<file path="config.mk">
export PLATFORM = sky130hd
export DESIGN_NAME = dual_trigger_hysteresis_debouncer
export DESIGN_NICKNAME = d
export VERILOG_FILES = /design/src/rtl/dtd_pkg.sv /design/src/rtl/dtd_csr.sv /design/src/rtl/dtd_chan.sv /design/src/rtl/dual_trigger_hysteresis_debouncer.sv
export SDC_FILE = /design/constraint.sdc
export NUM_CORES = 1
export LEC_CHECK = 0
export BUFFER_PORTS_ARGS = -buffer_cell sky130_fd_sc_hd__buf_2
export CAP_MARGIN = 20
export CORE_MARGIN = 3
export CORE_UTILIZATION = 40
export DETAILED_ROUTE_END_ITERATION = 8
export GPL_TIMING_DRIVEN = 1
export PLACE_DENSITY_LB_ADDON = 0.12
export SLEW_MARGIN = 20
export SYNTH_ARGS = -nofsm -noshare
export SYNTH_HDL_FRONTEND = slang
export SYNTH_HIERARCHICAL = 1
export SYNTH_SLANG_ARGS = --single-unit
export TNS_END_PERCENT = 10
</file>
<file path="constraint.sdc">
create_clock -name clock -period 11.3 [get_ports clock]
set_clock_uncertainty 0.2 [all_clocks]
set_input_delay 1.695 -clock clock [delete_from_list [all_inputs] [get_ports clock]]
set_output_delay 1.695 -clock clock [all_outputs]
set_load 0.05 [all_outputs]
</file>
<file path="src/rtl/dtd_pkg.sv">
`timescale 1ns / 1ps
// Shared types and constants for the dual trigger hysteresis debouncer.
// No dependencies; used by dtd_csr, dtd_chan and the top level.
package dtd_pkg;

   localparam int CSR_DATA_BITS = 16;
   localparam int CSR_ADDR_BITS = 3;

   localparam logic [CSR_ADDR_BITS-1:0] CSR_CLOSE_THR    = 3'd0;
   localparam logic [CSR_ADDR_BITS-1:0] CSR_RELEASE_THR  = 3'd1;
   localparam logic [CSR_ADDR_BITS-1:0] CSR_DEBOUNCE     = 3'd2;
   localparam logic [CSR_ADDR_BITS-1:0] CSR_TIMEOUT      = 3'd3;
   localparam logic [CSR_ADDR_BITS-1:0] CSR_REQUIRE_HOME = 3'd4;

   localparam logic [CSR_DATA_BITS-1:0] CLOSE_THR_RESET   = 16'd49151;
   localparam logic [CSR_DATA_BITS-1:0] RELEASE_THR_RESET = 16'd16384;
   localparam logic [CSR_DATA_BITS-1:0] DEBOUNCE_RESET    = 16'd8;
   localparam logic [CSR_DATA_BITS-1:0] TIMEOUT_RESET     = 16'd18;
   localparam logic                     REQUIRE_HOME_RESET = 1'b1;

   // result beat: five flags, padded to a byte
   localparam int RSP_FIELD_BITS = 5;
   localparam int RSP_DATA_BITS  = 8;

   typedef struct packed {
      logic [CSR_DATA_BITS-1:0] close_thr;
      logic [CSR_DATA_BITS-1:0] release_thr;
      logic [CSR_DATA_BITS-1:0] debounce_ticks;
      logic [CSR_DATA_BITS-1:0] timeout_ticks;
      logic                     require_home;
   } cfg_type;

   // per-tick control from the top level to each channel
   typedef struct packed {
      logic step;        // a tick is accepted this cycle
      logic stale;       // hold states, ages keep running
      logic home_clear;  // force channel back to its reset state
   } chan_ctrl_type;

endpackage

</file>
<file path="src/rtl/dtd_csr.sv">
`timescale 1ns / 1ps
// Configuration register bank for the debouncer.
// Depends on dtd_pkg for register indexes, reset values and cfg_type.
module dtd_csr (
   input  logic                                clock,
   input  logic                                reset,
   input  logic                                csr_we,
   input  logic [dtd_pkg::CSR_ADDR_BITS-1:0]   csr_addr,
   input  logic [dtd_pkg::CSR_DATA_BITS-1:0]   csr_wdata,
   output dtd_pkg::cfg_type                    cfg
);

   dtd_pkg::cfg_type cfg_ff;
   dtd_pkg::cfg_type cfg_in;

   always_comb begin
      cfg_in = cfg_ff;
      if (csr_we) begin
         case (csr_addr)
            dtd_pkg::CSR_CLOSE_THR:    cfg_in.close_thr      = csr_wdata;
            dtd_pkg::CSR_RELEASE_THR:  cfg_in.release_thr    = csr_wdata;
            dtd_pkg::CSR_DEBOUNCE:     cfg_in.debounce_ticks = csr_wdata;
            dtd_pkg::CSR_TIMEOUT:      cfg_in.timeout_ticks  = csr_wdata;
            dtd_pkg::CSR_REQUIRE_HOME: cfg_in.require_home   = csr_wdata[0];
            default: ;
         endcase
      end
   end

   always_ff @(posedge clock) begin
      if (reset) begin
         cfg_ff.close_thr      <= dtd_pkg::CLOSE_THR_RESET;
         cfg_ff.release_thr    <= dtd_pkg::RELEASE_THR_RESET;
         cfg_ff.debounce_ticks <= dtd_pkg::DEBOUNCE_RESET;
         cfg_ff.timeout_ticks  <= dtd_pkg::TIMEOUT_RESET;
         cfg_ff.require_home   <= dtd_pkg::REQUIRE_HOME_RESET;
      end else begin
         cfg_ff <= cfg_in;
      end
   end

   assign cfg = cfg_ff;

endmodule

</file>
<file path="src/rtl/dtd_chan.sv">
`timescale 1ns / 1ps
// One trigger channel: hysteresis threshold followed by a tick debounce.
// Depends on dtd_pkg for cfg_type and chan_ctrl_type.
module dtd_chan #(
   parameter int LEVEL_BITS = 16,
   parameter int AGE_BITS   = 16
) (
   input  logic                       clock,
   input  logic                       reset,
   input  dtd_pkg::chan_ctrl_type     ctrl,
   input  dtd_pkg::cfg_type           cfg,
   input  logic [LEVEL_BITS-1:0]      level,
   output logic                       stable,
   output logic                       stable_next
);

   localparam int CMP_BITS = (AGE_BITS > dtd_pkg::CSR_DATA_BITS) ?
                             AGE_BITS : dtd_pkg::CSR_DATA_BITS;
   localparam logic [AGE_BITS-1:0] AGE_MAX = '1;

   logic                stable_ff, stable_in;
   logic                cand_ff, cand_in;
   logic [AGE_BITS-1:0] age_ff, age_in;

   logic [LEVEL_BITS-1:0] close_lvl;
   logic [LEVEL_BITS-1:0] release_lvl;
   logic [AGE_BITS-1:0]   age_inc;
   logic                  req;

   // thresholds are cut or widened to the level width
   assign close_lvl   = LEVEL_BITS'(cfg.close_thr);
   assign release_lvl = LEVEL_BITS'(cfg.release_thr);
   assign age_inc     = (age_ff == AGE_MAX) ? age_ff : age_ff + 1'b1;
   assign req         = stable_ff ? (level > release_lvl) : (level >= close_lvl);

   always_comb begin
      stable_in = stable_ff;
      cand_in   = cand_ff;
      age_in    = age_ff;
      if (ctrl.step) begin
         if (ctrl.stale) begin
            age_in = age_inc;
         end else if (ctrl.home_clear) begin
            stable_in = 1'b0;
            cand_in   = 1'b0;
            age_in    = AGE_MAX;
         end else begin
            if (req != cand_ff) begin
               cand_in = req;
               age_in  = '0;
            end else begin
               age_in  = age_inc;
            end
            if (cand_in != stable_ff &&
                CMP_BITS'(age_in) >= CMP_BITS'(cfg.debounce_ticks)) begin
               stable_in = cand_in;
            end
         end
      end
   end

   always_ff @(posedge clock) begin
      if (reset) begin
         stable_ff <= 1'b0;
         cand_ff   <= 1'b0;
         age_ff    <= AGE_MAX;
      end else begin
         stable_ff <= stable_in;
         cand_ff   <= cand_in;
         age_ff    <= age_in;
      end
   end

   assign stable      = stable_ff;
   assign stable_next = stable_in;

endmodule

</file>
<file path="src/rtl/dual_trigger_hysteresis_debouncer.sv">
`timescale 1ns / 1ps
// Dual trigger debouncer: each req beat is one publish tick, optionally with
// a new pair of Q0.LEVEL_BITS trigger levels (req_tuser = 1) and the homing
// status. Both channels apply a close/release hysteresis and a tick debounce;
// stale samples hold the states; require_home forces an unhomed block open.
// Every req beat yields exactly one rsp beat. One tick is taken per clock: the
// state update is a single compare-and-count pass, and results sit in a
// two-entry output buffer, so req_tready only drops when both entries wait.
// Depends on dtd_pkg, dtd_csr and dtd_chan.
module dual_trigger_hysteresis_debouncer #(
   parameter int LEVEL_BITS = 16,
   parameter int AGE_BITS   = 16,
   localparam int REQ_DATA_BITS = ((2 * LEVEL_BITS + 1 + 7) / 8) * 8
) (
   input  logic                                clock,
   input  logic                                reset,
   input  logic                                req_tvalid,
   output logic                                req_tready,
   // left_value, right_value, homing done flag, zero padding
   input  logic [REQ_DATA_BITS-1:0]            req_tdata,
   // sample_present
   input  logic                                req_tuser,
   output logic                                rsp_tvalid,
   input  logic                                rsp_tready,
   // left_closed, right_closed, input_stale, left_changed, right_changed, pad
   output logic [dtd_pkg::RSP_DATA_BITS-1:0]   rsp_tdata,
   input  logic                                csr_we,
   input  logic [dtd_pkg::CSR_ADDR_BITS-1:0]   csr_addr,
   input  logic [dtd_pkg::CSR_DATA_BITS-1:0]   csr_wdata
);

   localparam int CMP_BITS = (AGE_BITS > dtd_pkg::CSR_DATA_BITS) ?
                             AGE_BITS : dtd_pkg::CSR_DATA_BITS;
   localparam logic [AGE_BITS-1:0] AGE_MAX = '1;

   dtd_pkg::cfg_type       cfg;
   dtd_pkg::chan_ctrl_type ctrl;

   logic                  in_take, out_take;
   logic                  present, home;
   logic [LEVEL_BITS-1:0] left_value, right_value;

   logic [LEVEL_BITS-1:0] held_left_ff, held_left_in;
   logic [LEVEL_BITS-1:0] held_right_ff, held_right_in;
   logic                  seen_ff, seen_in;
   logic [AGE_BITS-1:0]   sample_age_ff, sample_age_in;
   logic                  fresh;

   logic left_stable, left_next, right_stable, right_next;
   logic [dtd_pkg::RSP_DATA_BITS-1:0] result;

   logic                              main_valid_ff, main_valid_in;
   logic                              skid_valid_ff, skid_valid_in;
   logic [dtd_pkg::RSP_DATA_BITS-1:0] main_data_ff, main_data_in;
   logic [dtd_pkg::RSP_DATA_BITS-1:0] skid_data_ff, skid_data_in;

   assign present     = req_tuser;
   assign left_value  = req_tdata[LEVEL_BITS-1:0];
   assign right_value = req_tdata[2*LEVEL_BITS-1:LEVEL_BITS];
   assign home        = req_tdata[2*LEVEL_BITS];

   assign req_tready = ~skid_valid_ff;
   assign in_take    = req_tvalid & req_tready;
   assign out_take   = rsp_tvalid & rsp_tready;

   dtd_csr u_csr (
      .clock     (clock),
      .reset     (reset),
      .csr_we    (csr_we),
      .csr_addr  (csr_addr),
      .csr_wdata (csr_wdata),
      .cfg       (cfg)
   );

   // sample latch and age
   always_comb begin
      held_left_in  = held_left_ff;
      held_right_in = held_right_ff;
      seen_in       = seen_ff;
      sample_age_in = sample_age_ff;
      if (in_take) begin
         if (present) begin
            held_left_in  = left_value;
            held_right_in = right_value;
            seen_in       = 1'b1;
            sample_age_in = '0;
         end else if (sample_age_ff != AGE_MAX) begin
            sample_age_in = sample_age_ff + 1'b1;
         end
      end
   end

   assign fresh = seen_in && (CMP_BITS'(sample_age_in) <= CMP_BITS'(cfg.timeout_ticks));

   always_comb begin
      ctrl.step       = in_take;
      ctrl.stale      = ~fresh;
      ctrl.home_clear = cfg.require_home & ~home;
   end

   always_ff @(posedge clock) begin
      if (reset) begin
         held_left_ff  <= '0;
         held_right_ff <= '0;
         seen_ff       <= 1'b0;
         sample_age_ff <= '0;
      end else begin
         held_left_ff  <= held_left_in;
         held_right_ff <= held_right_in;
         seen_ff       <= seen_in;
         sample_age_ff <= sample_age_in;
      end
   end

   dtd_chan #(.LEVEL_BITS(LEVEL_BITS), .AGE_BITS(AGE_BITS)) u_left (
      .clock       (clock),
      .reset       (reset),
      .ctrl        (ctrl),
      .cfg         (cfg),
      .level       (held_left_in),
      .stable      (left_stable),
      .stable_next (left_next)
   );

   dtd_chan #(.LEVEL_BITS(LEVEL_BITS), .AGE_BITS(AGE_BITS)) u_right (
      .clock       (clock),
      .reset       (reset),
      .ctrl        (ctrl),
      .cfg         (cfg),
      .level       (held_right_in),
      .stable      (right_stable),
      .stable_next (right_next)
   );

   assign result = {{(dtd_pkg::RSP_DATA_BITS - dtd_pkg::RSP_FIELD_BITS){1'b0}},
                    right_next ^ right_stable,
                    left_next ^ left_stable,
                    ~fresh,
                    right_next,
                    left_next};

   // two-entry result buffer: main drives the port, skid catches a stalled beat
   always_comb begin
      main_valid_in = main_valid_ff;
      skid_valid_in = skid_valid_ff;
      main_data_in  = main_data_ff;
      skid_data_in  = skid_data_ff;
      if (out_take) begin
         if (skid_valid_ff) begin
            main_data_in  = skid_data_ff;
            skid_valid_in = 1'b0;
         end else begin
            main_valid_in = in_take;
            main_data_in  = result;
         end
      end else if (in_take) begin
         if (!main_valid_ff) begin
            main_valid_in = 1'b1;
            main_data_in  = result;
         end else begin
            skid_valid_in = 1'b1;
            skid_data_in  = result;
         end
      end
   end

   always_ff @(posedge clock) begin
      if (reset) begin
         main_valid_ff <= 1'b0;
         skid_valid_ff <= 1'b0;
      end else begin
         main_valid_ff <= main_valid_in;
         skid_valid_ff <= skid_valid_in;
      end
      main_data_ff <= main_data_in;
      skid_data_ff <= skid_data_in;
   end

   assign rsp_tvalid = main_valid_ff;
   assign rsp_tdata  = main_data_ff;

   // skid entry never holds a beat ahead of an empty main entry
   a_skid_order: assert property (@(posedge clock) disable iff (reset)
      !skid_valid_ff || main_valid_ff)
      else $error("skid entry valid while main entry empty");

   // unhomed fresh tick with require_home set forces both channels open
   a_home_clear: assert property (@(posedge clock) disable iff (reset)
      (in_take && fresh && cfg.require_home && !home) |=> (!left_stable && !right_stable))
      else $error("home gate did not clear channels");

   // stale tick holds both stable states
   a_stale_hold: assert property (@(posedge clock) disable iff (reset)
      (in_take && !fresh) |=> ($stable(left_stable) && $stable(right_stable)))
      else $error("stable state moved on a stale tick");

endmodule
</file>
==> flow_summary.toml, run 1 <==
[timing]
rsz0062_at_grt = "false"
maxSlewHeadroom_pct = 27.9
slew_violations = 0
period_share_pct = 66.3
fin_crit_ns = 7.49
setup_tns_ns = 0
tightest_slew_ns = 1.08
fmax_mhz = 133
layout_setup_ws_ns = 3.81
report.final.hold_viol_count = 0
setup_violations = 0
timing.hold.ws_ns = 0.262

[worst_setup_path]
r2r-end = "rsp_tdata[4]$_DFFE_PP_"
critical_path_class = "in -> reg"
reg2reg_from = "skid_valid_ff$_SDFFE_PP0P_"
cp_max_fo = 47
ff2ff_setup_slack_ns = 4.73
cpMaxStageDelayCell = "ha_1"
max_stage_delay_ns = 0.43
crit_arrival_ns = 7.47
crit_required_ns = 11.28
worst-path-buf-inv = 3
end_kind = "flip-flop"
cp-start-kind = "primary input"
crit_family = "simple AND/OR/NAND/NOR gates"
r2r_cells = 24

[route]
detail_route.wl_per_cell_um = 16.3
via_per_inst = 5.24
drc = 0
routed_wl_um = 27500
drtIter0Drc = 541
ant_nets = 0
drt_first_pass_iters = 5
routed-via-count = 8850

[global_route]
antenna_found_initial = 0
grt_usage_pct = 19.3
grt_max_degree = 79
grt_overflow = 0
grt_pass1_vias = 8347
grt_pass1_wl_um = 44400

[synthesis]
yosysTopAreaCellShare_pct = 28.5
synth_top_area_cell = "dfxtp_1"
synthesis.area_um2 = 10700
synthXorXnorAreaFrac_pct = 2.62
muxShareOfSynthArea_pct = 7.08
yosys.area_share.simple_pct = 23.0
yosys.area_share.adder_pct = 13.9
ys_types = 75
yosysWarnings = 6
synth_area_per_cell_um2 = 8.22
yosys-top-cells-area = "dfxtp_1 28%, ha_1 14%, mux2i_1 6.6%"
netlist_instances = 1301
synth_top_family_by_area = "simple AND/OR/NAND/NOR gates"
synth_compound_area_share_pct = 14.7
seq_area_frac_synth_pct = 31.3
ys_ff_latch = 162
async_reset_ff_share_pct = 0
synth_edf_count = 10
synthFlopType = "dfxtp_1"

[placed_design]
place_congestion = 0.800
dp_hpwl_um = 20400
place_ws_ns = 3.37
io_buffers = 64

[power]
total_power_w = 0.00195
peakVddDrop_uv = 78.2
p_leak_nw = 5.38
power.density_nw_per_um2 = 166

[floorplanning]
fp.dieW_um = 169
ios = 75
row_count = 59
die_h_um = 169
initial_core_util_pct = 40.9
core-area_um2 = 26100
fp.dieArea_um2 = 28700

[finish]
drive_gt1_share_pct = 9.61
final_core_util_pct = 45.0
n_antenna_cell = 0
final_common_cell = "dfxtp_1"
layout_common_cells = "152 x dfxtp_1, 146 x nand2_1, 121 x inv_1"
final_nets = 1524
areaGrowthSynthToFinish_pct = 9.96

[status]
status = "finished, final reports clean"

[clocking]
clkLatencyLatePin_ns = 0.43
postCtsSetupBuffers = 0
postCtsHoldBufs = 0
tritoncts = "yes"
cts_root_buf = "clkbuf_16"
cts_buffers = 17
h-tree-depth = 4
cts_sinks = 162
clk_pin_slew_ns = 0.07
ctsResizeCount = 0
clockBufferDepth = 2

[worst_hold_path]
hold_class = "reg -> reg"
holdPathEnd = "held_right_ff[10]$_SDFF_PP0_"
worstHoldPathCells = 2
hp-start = "held_right_ff[10]$_SDFF_PP0_"

[run]
cap_violations = 0
==> registers in the layout, summed over array words and instances, names as in the netlist, 5 cells and up <==
register,flops
held_right_ff,16
skid_data_ff,5
rsp_tdata,5
u_csr/cfg,65
u_right/age_ff,16
held_left_ff,16
u_left/age_ff,16
sample_age_ff,16
==> per-stage QoR <==
step | instance area (um^2) | cells
after floorplan | 10700 | 1303
after global placement | 11200 | 1655
after detailed placement | 11200 | 1655
after CTS | 11700 | 1687
after global routing | 11800 | 1688
final | 11800 | 1688
==> cell type report <==
cell class                      instances  area (um^2)
Fill cell                            2643        14400
Clock inverter                         12          108
Timing Repair Buffer                   76          413
Inverter                              122          458
Sequential cell                       162         3340
Tap cell                              335          419
Multi-Input combinational cell        961         6580
Clock buffer                           20          437
==> worst max path at each step <==
stage | startpoint | end | slack (ns) | depth (start not counted)
after floorplan | req_tvalid | rsp_tdata[4]$_DFFE_PP_ | 4.52 | 26
after global placement | req_tvalid | rsp_tdata[4]$_DFFE_PP_ | 3.22 | 25
after detailed placement | req_tvalid | rsp_tdata[4]$_DFFE_PP_ | 3.37 | 25
after CTS | req_tvalid | rsp_tdata[4]$_DFFE_PP_ | 3.75 | 25
after global routing | req_tvalid | rsp_tdata[4]$_DFFE_PP_ | 3.32 | 25
final | req_tvalid | rsp_tdata[4]$_DFFE_PP_ | 3.81 | 25
==> cell families (layout without fill, tap and decap cells) <==
logic type / Yosys count / count (layout)
flip-flops: 162 / 162
AO/OA/AOI/OAI: 251 / 251
XOR/XNOR: 32 / 32
buffers and inverters: 180 / 230
multiplexers: 75 / 75
AND/OR/NAND/NOR: 481 / 481
other: 1 / 3
adder cells (fa/ha/maj): 119 / 119
==> routing by layer <==
metal / global-route usage (%) / wire length [um]
met5: 0 / 0
met4: 5.30 / 431
met2: 30.3 / 12200
met3: 2.89 / 773
met1: 27.7 / 14100
==> cell usage after synthesis, types with 6 or more instances <==
cell type,n
a21boi_0,6
inv_1,121
ha_1,119
edfxtp_1,10
dfxtp_1,152
nand2b_1,70
mux2i_1,70
nor2b_1,14
nand2_1,146
clkbuf_1,29
and3_1,15
xor2_1,14
xnor2_1,18
buf_2,11
and2_1,23
a31oi_1,10
nor3_1,13
a221o_1,8
a21o_1,17
buf_4,8
nor2_1,107
o311ai_0,11
nand3_1,29
nor4_1,6
o21ai_0,50
a211oi_1,12
nand4_1,24
a21oi_1,97
==> worst register-to-register path, stage by stage, from the launching register on <==
cell and delay [ns]:
dfxtp_1 0.38, nand2b_1 0.41, clkinv_1 0.29, and2_1 0.23, buf_4 0.28, nand2_1 0.17
nand2_1 0.11, ha_1 0.31, nand4_1 0.14, nor3_1 0.28, a21boi_0 0.32, nor4bb_1 0.11
o21ai_0 0.08, and3_1 0.26, ha_1 0.43, and2_1 0.24, ha_1 0.29, a211o_1 0.29
a21oi_1 0.14, o31ai_1 0.11, a211oi_1 0.36, mux2i_1 0.29, nand2_1 0.14, xor2_1 0.19
mux2_2 0.29
==> power by group <==
group	switching (W)	leakage [nW]	total, W	internal [W]
clock network	0.000257	0.253	0.000561	0.000304
logic	0.000419	3.80	0.000731	0.000312
registers	0.0000471	1.33	0.000662	0.000615
total	0.000723	5.38	0.00195	0.00123
Note: power is estimated with default switching activity, not from simulation.
==> inputs of run 2 (changes only) <==
clock period = 7.25 ns   (was 11.3 ns; I/O delays follow)
==> flow_summary.toml, run 2 (same netlist as run 1, synthesis figures left out) <==
[worst_setup_path]
cp_max_fo = 19
r2r-end = "rsp_tdata[4]$_DFFE_PP_"
cpMaxStageDelayCell = "a211oi_1"
ff2ff_setup_slack_ns = 1.12
cp-start-kind = "primary input"
end_kind = "flip-flop"
crit_required_ns = 7.23
r2r_cells = 25
critical_path_class = "in -> reg"
max_stage_delay_ns = 0.42
crit_arrival_ns = 6.44
reg2reg_from = "skid_valid_ff$_SDFFE_PP0P_"

[global_route]
grt_max_degree = 73
grt_overflow = 0
grt_pass1_wl_um = 44700
antenna_found_initial = 1
grt_pass1_vias = 8425
grt_usage_pct = 19.4

[floorplanning]
ios = 75
core-area_um2 = 26100
row_count = 59
fp.dieArea_um2 = 28700
initial_core_util_pct = 40.9
fp.dieW_um = 169
die_h_um = 169

[clocking]
cts_root_buf = "clkbuf_16"
clkLatencyLatePin_ns = 0.43
ctsResizeCount = 0
clk_pin_slew_ns = 0.07
cts_sinks = 162
tritoncts = "yes"
cts_buffers = 17
clockBufferDepth = 2
postCtsHoldBufs = 0
postCtsSetupBuffers = 0
h-tree-depth = 4

[timing]
period_share_pct = 89.1
slew_violations = 0
fin_crit_ns = 6.46
layout_setup_ws_ns = 0.789
tightest_slew_ns = 0.948
maxSlewHeadroom_pct = 36.8
report.final.hold_viol_count = 0
setup_violations = 0
rsz0062_at_grt = "false"
setup_tns_ns = 0
fmax_mhz = 155

[finish]
seqCellArea_um2 = 3340
final_common_cell = "dfxtp_1"
drive_gt1_share_pct = 10.1
final_cells = 1692
final.fill_count = 2653
final_nets = 1528
layout_common_cells = "152 x dfxtp_1, 146 x nand2_1, 121 x inv_1"
largest_reg_flops = 65
multi_input_area_um2 = 6580
fin_area_um2 = 11900
n_antenna_cell = 0
areaGrowthSynthToFinish_pct = 11.1

[placed_design]
dpl.cell_count = 1660
placed_cell_area_um2 = 11200
dp_hpwl_um = 20800
place_ws_ns = 0.410
place_congestion = 0.825
io_buffers = 64

[route]
routed-via-count = 8826
routed_wl_um = 27500
detail_route.wl_per_cell_um = 16.2
drt_first_pass_iters = 5
drc = 0
ant_nets = 0
drtIter0Drc = 374
via_per_inst = 5.22

[worst_hold_path]
holdPathEnd = "held_left_ff[3]$_SDFF_PP0_"
worstHoldPathCells = 2
hold_class = "reg -> reg"
hp-start = "held_left_ff[3]$_SDFF_PP0_"

[run]
cap_violations = 0

[power]
peakVddDrop_uv = 128
p_leak_nw = 5.46
total_power_w = 0.00317
power.density_nw_per_um2 = 267

[status]
status = "finished, final reports clean"
## run 2: changes by cell type in the layout (fill, tap and decap cells not counted)
cell / before / now
buf_4: 12 / 17
bufinv_16: 1 / 3
clkbuf_1: 3 / 2
clkbuf_16: 17 / 18
clkbuf_4: 1 / 0
clkbuf_8: 0 / 3
clkinv_1: 3 / 1
clkinv_2: 1 / 0
clkinv_4: 1 / 3
clkinvlp_4: 4 / 1
inv_6: 3 / 2
## run 2: per-layer routing
| layer | up-vias | routed length, um | GRT usage [%] |
|---|---|---|---|
| li1 | 4591 | - | - |
| met5 | - | 13 | 0 |
| met4 | 2 | 397 | 5.12 |
| met2 | 138 | 12300 | 30.5 |
| met3 | 24 | 874 | 2.89 |
| met1 | 4071 | 13900 | 28.1 |
## run 2: final cells by class
class | count | share of cell area [%]
timing repair buffer | 80 | 3.73
sequential | 162 | 28.1
clock buffer | 23 | 4.20
tap | 335 | 3.53
inverter | 122 | 3.85
multi-input combinational | 961 | 55.4
clock inverter | 9 | 1.19
## run 2: where the power goes
group | internal [W] | switching (W)
registers | 0.000958 | 0.0000730
clock network | 0.000596 | 0.000399
logic | 0.000486 | 0.000661
## run 2: worst max-delay path, delay by kind of cell
family | cells | cell delay (ns)
fa+ha+maj | 3 | 1.00
xor+xnor | 1 | 0.19
buf+inv | 5 | 0.80
simple gates | 8 | 1.29
compound gates | 7 | 1.47
mux | 2 | 0.57
## run 2: through the flow
step / hold slack [ns] / utilization, %
2_1_floorplan: 0.244 / -
3_3_place_gp: 0.250 / 43.0
3_5_place_dp: 0.255 / 43.0
4_1_cts: 0.265 / 45.5
5_1_grt: 0.279 / 45.5
6_report: 0.263 / 45.5
## run 2: worst max-delay path by stage
stage	slack [ns]	cells past startpoint	start	to
2_1_floorplan	1.08	26	req_tvalid	rsp_tdata[4]$_DFFE_PP_
3_3_place_gp	0.47	28	req_tvalid	rsp_tdata[4]$_DFFE_PP_
3_5_place_dp	0.41	26	req_tvalid	rsp_tdata[4]$_DFFE_PP_
4_1_cts	0.82	26	req_tvalid	rsp_tdata[4]$_DFFE_PP_
5_1_grt	0.47	28	req_tvalid	rsp_tdata[3]$_DFFE_PP_
6_report	0.79	26	req_tvalid	rsp_tdata[4]$_DFFE_PP_
